**src/hw/rtl/hslrcc_pkg.sv**
```systemverilog
// Shared types, constants and the Gaussian lookup table for the HSL colour classifier.
`timescale 1ns / 1ps

package hslrcc_pkg;

  // Table resolution and spread of the Gaussian weight.
  localparam int GAUSS_FRAC_BITS = 12;
  localparam int SIGMA           = 10;

  localparam int NUM_SETS    = 3;
  localparam int NUM_CLASSES = 6;
  localparam int GTAB_LEN    = 181;

  // Field widths.
  localparam int HUE_W   = 9;
  localparam int PCT_W   = 7;
  localparam int SET_W   = 2;
  localparam int CLASS_W = 3;
  localparam int CFG_IDX_W = 1;
  localparam int DH_W    = 8;   // wrapped hue distance, 0..180
  localparam int GIDX_W  = 8;   // index into the Gaussian table

  // A table entry reaches 2^GAUSS_FRAC_BITS, a score seven times that.
  localparam int GAUSS_W = GAUSS_FRAC_BITS + 1;
  localparam int SCORE_W = GAUSS_FRAC_BITS + 4;

  // Hue geometry.
  localparam logic [HUE_W-1:0] HUE_FULL = HUE_W'(360);
  localparam logic [HUE_W-1:0] HUE_HALF = HUE_W'(180);

  // Register indexes on the configuration port.
  localparam logic [CFG_IDX_W-1:0] CFG_WHITE_LUM = 1'b0;
  localparam logic [CFG_IDX_W-1:0] CFG_BLUE_SAT  = 1'b1;

  // Register reset values.
  localparam logic [PCT_W-1:0] WHITE_LUM_RESET = PCT_W'(100);
  localparam logic [PCT_W-1:0] BLUE_SAT_RESET  = PCT_W'(70);

  // Latency from an accepted start to the result strobe.
  localparam int PIPE_DEPTH = 4;

  // Reference set codes.
  localparam logic [SET_W-1:0] SET_FIELD = 2'd0;
  localparam logic [SET_W-1:0] SET_ARENA = 2'd2;

  typedef enum logic [CLASS_W-1:0] {
    CLS_WHITE,
    CLS_BLACK,
    CLS_RED,
    CLS_YELLOW,
    CLS_GREEN,
    CLS_BLUE
  } color_class_t;

  typedef struct packed {
    logic [HUE_W-1:0] h;
    logic [PCT_W-1:0] s;
    logic [PCT_W-1:0] l;
  } ref_color_t;

  // Reference colours, [set][class] in class order white to blue.
  localparam ref_color_t REF_ROM [NUM_SETS][NUM_CLASSES] = '{
    '{ '{9'd300, 7'd5, 7'd100}, '{9'd252, 7'd24, 7'd4}, '{9'd3, 7'd53, 7'd52},
       '{9'd40, 7'd57, 7'd58}, '{9'd125, 7'd56, 7'd35}, '{9'd218, 7'd81, 7'd42} },
    '{ '{9'd300, 7'd5, 7'd100}, '{9'd252, 7'd24, 7'd4}, '{9'd2, 7'd84, 7'd22},
       '{9'd38, 7'd84, 7'd23}, '{9'd142, 7'd70, 7'd11}, '{9'd220, 7'd96, 7'd23} },
    '{ '{9'd300, 7'd5, 7'd100}, '{9'd252, 7'd24, 7'd4}, '{9'd3, 7'd53, 7'd52},
       '{9'd40, 7'd57, 7'd58}, '{9'd125, 7'd56, 7'd35}, '{9'd218, 7'd81, 7'd42} }
  };

  typedef logic [GTAB_LEN-1:0][GAUSS_W-1:0] gtab_t;

  // Terms of the alternating series for exp(-1 / (2 sigma^2)) in Q32.
  localparam logic [63:0] GS_DIV = 64'(2 * SIGMA * SIGMA);
  localparam logic [63:0] GS_T0  = 64'd1 << 32;
  localparam logic [63:0] GS_T1  = GS_T0 / (GS_DIV * 64'd1);
  localparam logic [63:0] GS_T2  = GS_T1 / (GS_DIV * 64'd2);
  localparam logic [63:0] GS_T3  = GS_T2 / (GS_DIV * 64'd3);
  localparam logic [63:0] GS_T4  = GS_T3 / (GS_DIV * 64'd4);
  localparam logic [63:0] GS_T5  = GS_T4 / (GS_DIV * 64'd5);
  localparam logic [63:0] GS_T6  = GS_T5 / (GS_DIV * 64'd6);
  localparam logic [63:0] GS_T7  = GS_T6 / (GS_DIV * 64'd7);
  localparam logic [63:0] GS_T8  = GS_T7 / (GS_DIV * 64'd8);
  localparam logic [63:0] GS_T9  = GS_T8 / (GS_DIV * 64'd9);
  localparam logic [63:0] GS_T10 = GS_T9 / (GS_DIV * 64'd10);
  localparam logic [63:0] GS_T11 = GS_T10 / (GS_DIV * 64'd11);
  localparam logic [63:0] GS_Q   = (GS_T0 + GS_T2 + GS_T4 + GS_T6 + GS_T8 + GS_T10)
                                 - (GS_T1 + GS_T3 + GS_T5 + GS_T7 + GS_T9 + GS_T11);

  // Builds G(d) = exp(-d^2 / (2 sigma^2)) in Q32 from the series above,
  // then rounds each entry to GAUSS_FRAC_BITS. Evaluated at elaboration only.
  function automatic gtab_t build_gtab();
    gtab_t       tab;
    logic [63:0] q2;
    logic [63:0] p;
    logic [63:0] g;
    logic [63:0] half;
    q2   = (GS_Q * GS_Q) >> 32;
    g    = 64'd1 << 32;
    p    = GS_Q;
    half = 64'd1 << (31 - GAUSS_FRAC_BITS);
    for (int d = 0; d < GTAB_LEN; d++) begin
      if (d > 0) begin
        g = (g * p) >> 32;
        p = (p * q2) >> 32;
      end
      tab[d] = GAUSS_W'((g + half) >> (32 - GAUSS_FRAC_BITS));
    end
    return tab;
  endfunction

  localparam gtab_t GTAB = build_gtab();

  // Control that travels down the pipeline with each transaction.
  typedef struct packed {
    logic valid;
    logic white;
    logic blue_ok;
  } ctl_t;

  typedef struct packed {
    ctl_t                              ctl;
    logic [NUM_CLASSES-1:0][DH_W-1:0]  dh;
    logic [NUM_CLASSES-1:0][PCT_W-1:0] ds;
    logic [NUM_CLASSES-1:0][PCT_W-1:0] dl;
  } dist_stage_t;

  typedef struct packed {
    ctl_t                                ctl;
    logic [NUM_CLASSES-1:0][SCORE_W-1:0] score;
  } score_stage_t;

  typedef struct packed {
    logic [SCORE_W-1:0] score;
    color_class_t       cls;
  } cand_t;

endpackage

```
**src/hw/rtl/hslrcc_dist.sv**
```systemverilog
// First pipeline stage: input normalisation, threshold tests and per-class distances.
`timescale 1ns / 1ps

module hslrcc_dist
  import hslrcc_pkg::*;
(
  input  logic               clk,
  input  logic               rst_n,
  input  logic               in_fire,
  input  logic [HUE_W-1:0]   in_hue,
  input  logic [PCT_W-1:0]   in_saturation,
  input  logic [PCT_W-1:0]   in_luminosity,
  input  logic [SET_W-1:0]   in_target_set,
  input  logic [PCT_W-1:0]   white_lum,
  input  logic [PCT_W-1:0]   blue_sat,
  output dist_stage_t        dist_o
);

  logic [HUE_W-1:0] hue_n;
  logic [SET_W-1:0] set_n;
  dist_stage_t      dist_nxt;
  dist_stage_t      dist_r;

  // Fold hue into one turn and map the unused set code onto the field floor set.
  always_comb begin
    hue_n = (in_hue >= HUE_FULL) ? in_hue - HUE_FULL : in_hue;
    set_n = (in_target_set > SET_ARENA) ? SET_FIELD : in_target_set;
  end

  // Distances to every reference colour of the chosen set, hue wrapped at half a turn.
  always_comb begin
    logic [HUE_W-1:0] rh;
    logic [PCT_W-1:0] rs;
    logic [PCT_W-1:0] rl;
    logic [HUE_W-1:0] dh_raw;
    logic [HUE_W-1:0] dh_wrap;
    dist_nxt.ctl.valid   = in_fire;
    dist_nxt.ctl.white   = (in_luminosity >= white_lum);
    dist_nxt.ctl.blue_ok = (in_saturation > blue_sat);
    for (int c = 0; c < NUM_CLASSES; c++) begin
      rh      = REF_ROM[set_n][c].h;
      rs      = REF_ROM[set_n][c].s;
      rl      = REF_ROM[set_n][c].l;
      dh_raw  = (rh > hue_n) ? rh - hue_n : hue_n - rh;
      dh_wrap = (dh_raw > HUE_HALF) ? HUE_FULL - dh_raw : dh_raw;
      dist_nxt.dh[c] = dh_wrap[DH_W-1:0];
      dist_nxt.ds[c] = (rs > in_saturation) ? rs - in_saturation : in_saturation - rs;
      dist_nxt.dl[c] = (rl > in_luminosity) ? rl - in_luminosity : in_luminosity - rl;
    end
  end

  // Stage register, cleared by reset.
  always_ff @(posedge clk) begin
    if (!rst_n) begin
      dist_r <= '0;
    end else begin
      dist_r <= dist_nxt;
    end
  end

  assign dist_o = dist_r;

endmodule

```
**src/hw/rtl/hslrcc_score.sv**
```systemverilog
// Second pipeline stage: Gaussian table lookups and weighted score per class.
`timescale 1ns / 1ps

module hslrcc_score
  import hslrcc_pkg::*;
(
  input  logic         clk,
  input  logic         rst_n,
  input  dist_stage_t  dist_i,
  output score_stage_t score_o
);

  score_stage_t score_nxt;
  score_stage_t score_r;

  // Doubled score: 4*G(hue) + 2*G(saturation) + G(luminosity), exact in integers.
  always_comb begin
    logic [GAUSS_W-1:0] gh;
    logic [GAUSS_W-1:0] gs;
    logic [GAUSS_W-1:0] gl;
    score_nxt.ctl = dist_i.ctl;
    for (int c = 0; c < NUM_CLASSES; c++) begin
      gh = GTAB[dist_i.dh[c]];
      gs = GTAB[GIDX_W'(dist_i.ds[c])];
      gl = GTAB[GIDX_W'(dist_i.dl[c])];
      score_nxt.score[c] = (SCORE_W'(gh) << 2) + (SCORE_W'(gs) << 1) + SCORE_W'(gl);
    end
  end

  always_ff @(posedge clk) begin
    if (!rst_n) begin
      score_r <= '0;
    end else begin
      score_r <= score_nxt;
    end
  end

  assign score_o = score_r;

endmodule

```
**src/hw/rtl/hslrcc_select.sv**
```systemverilog
// Third and fourth pipeline stages: tie-keeping maximum search and result register.
`timescale 1ns / 1ps

module hslrcc_select
  import hslrcc_pkg::*;
(
  input  logic                clk,
  input  logic                rst_n,
  input  score_stage_t        score_i,
  output logic                out_valid,
  output logic [CLASS_W-1:0]  out_color_class
);

  localparam int NUM_PAIRS = NUM_CLASSES / 2;

  ctl_t                       ctl3_nxt;
  ctl_t                       ctl3_r;
  cand_t [NUM_PAIRS-1:0]      pair_nxt;
  cand_t [NUM_PAIRS-1:0]      pair_r;
  logic                       out_valid_nxt;
  logic                       out_valid_r;
  color_class_t               class_nxt;
  color_class_t               class_r;

  // Pairwise compare: the later class wins only on a strictly higher score,
  // and blue only when the saturation test passed.
  always_comb begin
    logic en_b;
    ctl3_nxt = score_i.ctl;
    for (int p = 0; p < NUM_PAIRS; p++) begin
      en_b = (color_class_t'(2 * p + 1) != CLS_BLUE) || score_i.ctl.blue_ok;
      if (en_b && (score_i.score[2 * p + 1] > score_i.score[2 * p])) begin
        pair_nxt[p].score = score_i.score[2 * p + 1];
        pair_nxt[p].cls   = color_class_t'(2 * p + 1);
      end else begin
        pair_nxt[p].score = score_i.score[2 * p];
        pair_nxt[p].cls   = color_class_t'(2 * p);
      end
    end
  end

  always_ff @(posedge clk) begin
    if (!rst_n) begin
      ctl3_r <= '0;
      pair_r <= '0;
    end else begin
      ctl3_r <= ctl3_nxt;
      pair_r <= pair_nxt;
    end
  end

  // Combine the pair winners in class order, then apply the white override.
  always_comb begin
    cand_t best;
    best = pair_r[0];
    for (int p = 1; p < NUM_PAIRS; p++) begin
      if (pair_r[p].score > best.score) best = pair_r[p];
    end
    out_valid_nxt = ctl3_r.valid;
    class_nxt     = ctl3_r.white ? CLS_WHITE : best.cls;
  end

  // Result register: the strobe and class are held for exactly one cycle.
  always_ff @(posedge clk) begin
    if (!rst_n) begin
      class_r     <= CLS_WHITE;
      out_valid_r <= 1'b0;
    end else begin
      class_r     <= class_nxt;
      out_valid_r <= out_valid_nxt;
    end
  end

  assign out_valid       = out_valid_r;
  assign out_color_class = class_r;

endmodule

```
**src/hw/rtl/hsl_reference_color_classifier.sv**
```systemverilog
// Top level of the HSL reference colour classifier: configuration registers and pipeline.
//
//  Channel   Ports                                          Transaction when
//  --------  ---------------------------------------------  -----------------------------
//  input     start, busy, in_hue, in_saturation,            start high, busy low
//            in_luminosity, in_target_set
//  result    out_valid, out_color_class                     out_valid high (one cycle)
//  config    cfg_we, cfg_index, cfg_wdata                   cfg_we high
//
// Four register stages (distances, scores, pair compare, result register) lie between
// start and out_valid, and the pipeline takes one transaction per cycle.
// busy is always low: every stage advances each cycle, so nothing ever stalls.
// Reset (synchronous, active low) clears the valid bits and loads the thresholds.
`timescale 1ns / 1ps

module hsl_reference_color_classifier
  import hslrcc_pkg::*;
(
  input  logic                 clk,
  input  logic                 rst_n,
  input  logic                 start,
  output logic                 busy,
  input  logic [HUE_W-1:0]     in_hue,
  input  logic [PCT_W-1:0]     in_saturation,
  input  logic [PCT_W-1:0]     in_luminosity,
  input  logic [SET_W-1:0]     in_target_set,
  output logic                 out_valid,
  output logic [CLASS_W-1:0]   out_color_class,
  input  logic                 cfg_we,
  input  logic [CFG_IDX_W-1:0] cfg_index,
  input  logic [PCT_W-1:0]     cfg_wdata
);

  logic         in_fire;
  logic [PCT_W-1:0] white_lum_r;
  logic [PCT_W-1:0] white_lum_nxt;
  logic [PCT_W-1:0] blue_sat_r;
  logic [PCT_W-1:0] blue_sat_nxt;
  dist_stage_t  dist_data;
  score_stage_t score;

  // The pipeline takes a transaction in every cycle.
  assign busy    = 1'b0;
  assign in_fire = start && !busy;

  // Configuration register decode.
  always_comb begin
    white_lum_nxt = white_lum_r;
    blue_sat_nxt  = blue_sat_r;
    if (cfg_we) begin
      unique case (cfg_index)
        CFG_WHITE_LUM: white_lum_nxt = cfg_wdata;
        CFG_BLUE_SAT:  blue_sat_nxt  = cfg_wdata;
      endcase
    end
  end

  always_ff @(posedge clk) begin
    if (!rst_n) begin
      white_lum_r <= WHITE_LUM_RESET;
      blue_sat_r  <= BLUE_SAT_RESET;
    end else begin
      white_lum_r <= white_lum_nxt;
      blue_sat_r  <= blue_sat_nxt;
    end
  end

  hslrcc_dist u_dist (
    .clk           (clk),
    .rst_n         (rst_n),
    .in_fire       (in_fire),
    .in_hue        (in_hue),
    .in_saturation (in_saturation),
    .in_luminosity (in_luminosity),
    .in_target_set (in_target_set),
    .white_lum     (white_lum_r),
    .blue_sat      (blue_sat_r),
    .dist_o        (dist_data)
  );

  hslrcc_score u_score (
    .clk     (clk),
    .rst_n   (rst_n),
    .dist_i  (dist_data),
    .score_o (score)
  );

  hslrcc_select u_select (
    .clk             (clk),
    .rst_n           (rst_n),
    .score_i         (score),
    .out_valid       (out_valid),
    .out_color_class (out_color_class)
  );

endmodule

```
**config.mk**
```make
export PLATFORM = sky130hd
export DESIGN_NAME = hsl_reference_color_classifier
export DESIGN_NICKNAME = d
export VERILOG_FILES = /design/src/hw/rtl/hslrcc_pkg.sv /design/src/hw/rtl/hslrcc_dist.sv /design/src/hw/rtl/hslrcc_score.sv /design/src/hw/rtl/hslrcc_select.sv /design/src/hw/rtl/hsl_reference_color_classifier.sv
export SDC_FILE = /design/constraint.sdc
export NUM_CORES = 2
export LEC_CHECK = 0
export ABC_CLOCK_PERIOD_IN_PS = 22000
export BUFFER_PORTS_ARGS = -buffer_cell sky130_fd_sc_hd__buf_2
export CORE_UTILIZATION = 45
export DETAILED_ROUTE_END_ITERATION = 6
export SYNTH_ARGS = -nofsm -noshare
export SYNTH_HDL_FRONTEND = slang
export SYNTH_SLANG_ARGS = --single-unit
```
**constraint.sdc**
```tcl
create_clock -name clk -period 22 [get_ports clk]
set_input_delay 3.3 -clock clk [delete_from_list [all_inputs] [get_ports clk]]
set_output_delay 3.3 -clock clk [all_outputs]
set_load 0.01 [all_outputs]
```
=== Word level (Yosys, flattened, before mapping) ===
Memory sizes are Yosys's and may differ from the RTL's. A register that Yosys moved wholly into a read port is not among the register bits.
Index checks and enable logic that the tools add are counted.
Widths: inputs -> output; s select.

* Add/subtract/negate cells: 55
* $mul: 0
* Divide/modulo/power cells: 0
* $lt $le $gt $ge: 52
* Equal/unequal tests: 0
* Shifts and indexed selects: 0
* Mux-type cells: 70
* Bitwise logic cells: 3
* Reductions and logical operators: 4

{| class="wikitable"
|+ Operators by type and width
! kind !! number
|-
| $bmux 138 s2 || 1
|-
| $mux 138 || 2
|-
| $mux 13 || 18
|-
| $mux 7 || 24
|-
| $sub 7x7->7 || 24
|-
| $lt 7x9->1 const B || 12
|-
| $sub 9x9->9 || 12
|-
| $add 15x14->16 || 6
|-
| $add 16x13->16 || 6
|-
| $mux 8 || 12
|-
| $gt 7x7->1 || 13
|-
| $gt 16x16->1 || 5
|-
| $mux 19 || 4
|-
| $mux 9 || 7
|-
| $gt 9x8->1 const B || 6
|-
| $gt 9x9->1 || 6
|-
| $lt 8x9->1 const B || 6
|-
| $sub 7x8->8 const A || 6
|-
| $ge 9x9->1 const B || 1
|-
| $sub 9x9->9 const B || 1
|-
| $ge 7x7->1 || 1
|-
| $reduce_and 2->1 || 2
|-
| $ge 3x3->1 const B || 1
|-
| $mux 3 || 1
|-
| other kinds (6) || 7
|}

* Register bits: 311
* Bits in latches: 0
* RAM bits: 0
* Memory bits (read-only): 39936
* Memories kept: 18

{| class="wikitable"
|+ Memories
! name !! words !! bits a word !! read ports !! clocked after Yosys merged registers in !! wr ports !! line !! text
|-
| (name not given) || 256 || 13 || 1 || 1 || 0 || hslrcc_score.sv:23 || <nowiki>gh = GTAB[dist_i.dh[c]];</nowiki>
|-
| (name not given) || 256 || 13 || 1 || 1 || 0 || hslrcc_score.sv:23 ||
|-
| (name not given) || 256 || 13 || 1 || 1 || 0 || hslrcc_score.sv:23 ||
|-
| (name not given) || 256 || 13 || 1 || 1 || 0 || hslrcc_score.sv:23 ||
|-
| (name not given) || 256 || 13 || 1 || 1 || 0 || hslrcc_score.sv:23 ||
|-
| (name not given) || 256 || 13 || 1 || 1 || 0 || hslrcc_score.sv:23 ||
|-
| +12 memories || -- || -- || -- || -- || -- || -- ||
|}

=== Logic depth before layout (Yosys ltp) ===
* Depth after elaboration: 11
* Mapped depth: 31

=== Modules after synthesis ===
A second synthesis with hierarchy kept.

* Cells, all modules: 5242
* Area total of the unflattened synthesis: 38610.8 sq um

{| class="wikitable"
|+ By module, submodules not included
! module !! instances !! cells an instance !! area an instance (sq um) !! seq. area each (sq um)
|-
| hslrcc_score || 1 || 3236 || 22026.1 || 1981.9
|-
| hslrcc_dist || 1 || 1452 || 11727.5 || 2622.5
|-
| hslrcc_select || 1 || 492 || 4284.1 || 1161.1
|-
| hsl_reference_color_classifier || 1 || 62 || 573.0 || 280.3
|}

=== Worst setup path after synthesis ===
OpenSTA, ideal clock, no wires.

* Path type: input to register
* Start: in in_hue[0]
* End: reg (tool-made name)
* Setup time: 0.117 ns
* Arrival time: 9.949 ns
* Required time: 21.883 ns
* Path slack: 11.934 ns
* Cell stages on the path: 26
* Cells stage by stage: clkbuf_1 clkbuf_1 inv_1 clkbuf_1 ha_1 or3b_4 o311ai_4 a21oi_1 nor2_2 inv_2 ha_1 clkbuf_1 o21a_1 o311a_1 buf_4 a2111o_1 a221o_1 nor3_2 a211oi_1 mux2i_1 inv_1 ha_1 and2_1 a2111oi_0 a21oi_1 a32o_1

{| class="wikitable"
|+ RTL lines
! item !! line !! text
|-
| start: declaration || hsl_reference_color_classifier.sv:23 || <nowiki>input logic [HUE_W-1:0] in_hue,</nowiki>
|}

==> run summary <==
status: finished, final reports clean
syn_area_per_cell: 7.59 um2
EDFF count, synth: 0
Worst path max stage delay: 0.67 ns
Sw Pwr: 0.00214 W
final worst slack: 10.99 ns
wire per inst: 20.7 um
maxcap violations: 0
clk slew on worst S/H paths: 0.06 ns
layout cells sized above 1: 5.63%
CP cell instances: buf_2 -> inv_1 -> ha_1 -> nor3b_4 -> a2111oi_4 -> nor2_2 -> inv_2 -> ha_1 -> o21ai_0 -> o21ai_1 -> a41oi_1 -> o21ai_0 -> mux2_2 -> a211oi_1 -> o211ai_1 -> xor2_1 -> nand2_1 -> inv_1 -> nor2_1 -> a222oi_1 -> nor2_1 -> or3_1
hold crit path type: reg -> reg
TritonCTS Sinks: 408
Root Buffer: clkbuf_16
Pint: 0.00255 W
Yosys reg bits: 408
Slew HR: 20.4%
DR iter-0 viols: 3963
CP max stage cell: xor2_1
Crit path max-delay family: compound AO/OA/AOI/OAI gates
total CTS buffers: 48
Initial DRT Pass Iterations: 7
H-Tree Depth: 2
RePlAce Congestion: 0.963
total global routing overflow: 0
Initial Utilization: 45.6%
VDD IR max: 0.0757 mV
vias: 38485
first-pass GRT wire length: 202000 um
Die Span Y: 300 um
Syn Inst Count: 5252
DIE AREA: 89700 um2
RSZ-0062 raised after global routing: no
post-synthesis cell type count: 124
fmax: 0.0909 GHz
Clk pwr share: 18.0%
Slew @ Worst Pin: 1.19 ns
crit start category: input pin
area grow syn2layout: 6.10%
TritonCTS clock tree: yes
vias in the first global route: 35558
area of the mapped netlist: 39800 um2
kind of critical path: in -> reg
CP Data Arrival Time: 11.48 ns
Worst Path Max Fanout: 20
pre-CTS WS: 10.56 ns
hold bufs inserted after CTS: 0
Synth warnings: 0
total track usage: 28.0%
Crit path buffers/inverters: 4
r2r setup slk: 16.65 ns
crit end category: flop
Port Buffers: 40
Reg power frac: 25.4%
placed cell count: 6181
setup violators final: 0
number of cells on the critical path: 22
post-CTS sizing: 0
LEAKAGE: 17.7 nW
FP Rows: 108
Die X: 300 um
DRC Markers: 0
buffer count from post-CTS setup fixing: 0
antenna-violating nets left: 0
reg2reg path depth: 29
Via-to-Cell Ratio: 6.14
Sw Share: 45.6%
endpoints failing hold: 0
largest net degree at the start of global routing: 74
CP required: 22.48 ns
hold depth: 1
final wirelength: 129000 um
clk buf depth: 3
ys async rst share: 0%
Cell Pwr Density: 111 nW/um2
Max Slew Vio Count: 0
part of the power in combinational logic: 56.7%
Post-layout nets: 5633
Clock Latency Late Sink: 0.59 ns
core area: 87300 um2
Tot Pwr: 0.00469 W
I/O pins: 42
setup TNS: 0 ns
skew final: 0.0195 ns
initial antenna violation count: 2
Seq/Total Area, Yosys: 20.5%
detailed placement HPWL: 96300 um
Cell Count, Final, Fillers Out: 6269
fin crit period: 11.01 ns
Final Cycle Share: 50.0%
Primary FF master, synth: dfxtp_1
-- area by class of cell --
class,count,area [um2]
clock buffer,64,1350
inverter,282,1060
clock inverter,23,330
fill,8763,45000
sequential,408,8170
multi-input combinational,4247,29300
antenna,1,2.50
timing repair buffer,89,574
tap,1155,1450
-- power by group through the flow --
stage,combinational (W),clock (W),sequential (W)
floorplan,0.00205,0,0.00107
global placement,0.00260,0,0.00120
detailed placement,0.00261,0,0.00120
CTS,0.00263,0.000857,0.00119
global route,0.00298,0.000888,0.00121
finish,0.00266,0.000842,0.00119
-- through the flow --
stage	util, %	area, um2	hold WS (ns)
final	48.4	42300	0.427
after global routing	48.4	42300	0.451
after CTS	48.4	42300	0.430
after detailed placement	46.5	40600	0.421
after global placement	46.5	40600	0.414
after floorplan	-	40000	0.388
-- synth_stat cells (32+ instances only) --
library cell / count / area, um2
buf_2: 32 / 160
inv_1: 267 / 1000
clkbuf_1: 269 / 1010
nor2_1: 513 / 1930
nand3_1: 130 / 651
nand2_1: 526 / 1970
o221ai_1: 32 / 280
buf_1: 33 / 124
or3_1: 32 / 200
a31oi_1: 81 / 507
ha_1: 435 / 5440
o211ai_1: 91 / 683
nand2b_1: 74 / 463
a211oi_1: 77 / 578
nor4_1: 32 / 200
xnor2_1: 137 / 1200
nor2b_1: 60 / 375
a21oi_1: 435 / 2180
dfxtp_1: 408 / 8170
o22ai_1: 51 / 319
nand4_1: 45 / 282
mux2i_1: 109 / 1090
fa_1: 85 / 1700
a221oi_1: 37 / 324
a311oi_1: 42 / 368
nor3_1: 137 / 686
o21a_1: 47 / 353
and2_1: 78 / 488
o21ai_0: 344 / 1720
a21o_1: 62 / 465
-- worst paths after layout --
check                                           endpoint                     startpoint
setup / recovery                                    flop                      in_hue[1]
hold / removal    u_select.out_color_class[0]$_SDFF_PP0_  u_select.ctl3_r[1]$_SDFF_PN0_
setup reg to reg  u_select.out_color_class[0]$_SDFF_PP0_  u_select.pair_r[4]$_SDFF_PN0_
hold reg to reg   u_select.out_color_class[0]$_SDFF_PP0_  u_select.ctl3_r[1]$_SDFF_PN0_
-- cells by family after synthesis --
logic type | synth area share (%)
compound gates | 27.8
xor+xnor | 3.68
fa+ha+maj | 17.9
buf+inv | 6.22
flops | 20.5
mux | 3.56
other cells | 0.0189
simple gates | 20.2
-- per-layer routing --
metal / GRT usage (%) / vias to the layer above / share of wire (%)
met5: 0 / - / 0.018
met1: 40.2 / 18243 / 47
li1: - / 18583 / -
met2: 43.6 / 1433 / 44
met3: 2.69 / 222 / 5.7
met4: 9.72 / 4 / 3.4
-- placed cells by master, fill, tap and decap left out, types with 39 or more instances in the layout --
cell type	count
inv_1	266
a31oi_1	81
nor2_1	513
a21o_1	62
nand4_1	45
a21oi_1	434
nand3_1	130
a211oi_1	77
fa_1	85
nor2b_1	60
xnor2_1	137
and2_1	78
o21a_1	47
buf_2	39
o22ai_1	51
clkbuf_16	49
nor3_1	137
buf_4	49
nand2_1	526
ha_1	435
mux2i_1	109
o211ai_1	91
o21ai_0	343
nand2b_1	74
dfxtp_1	408
a311oi_1	42
(Power assumes the default switching activity.)
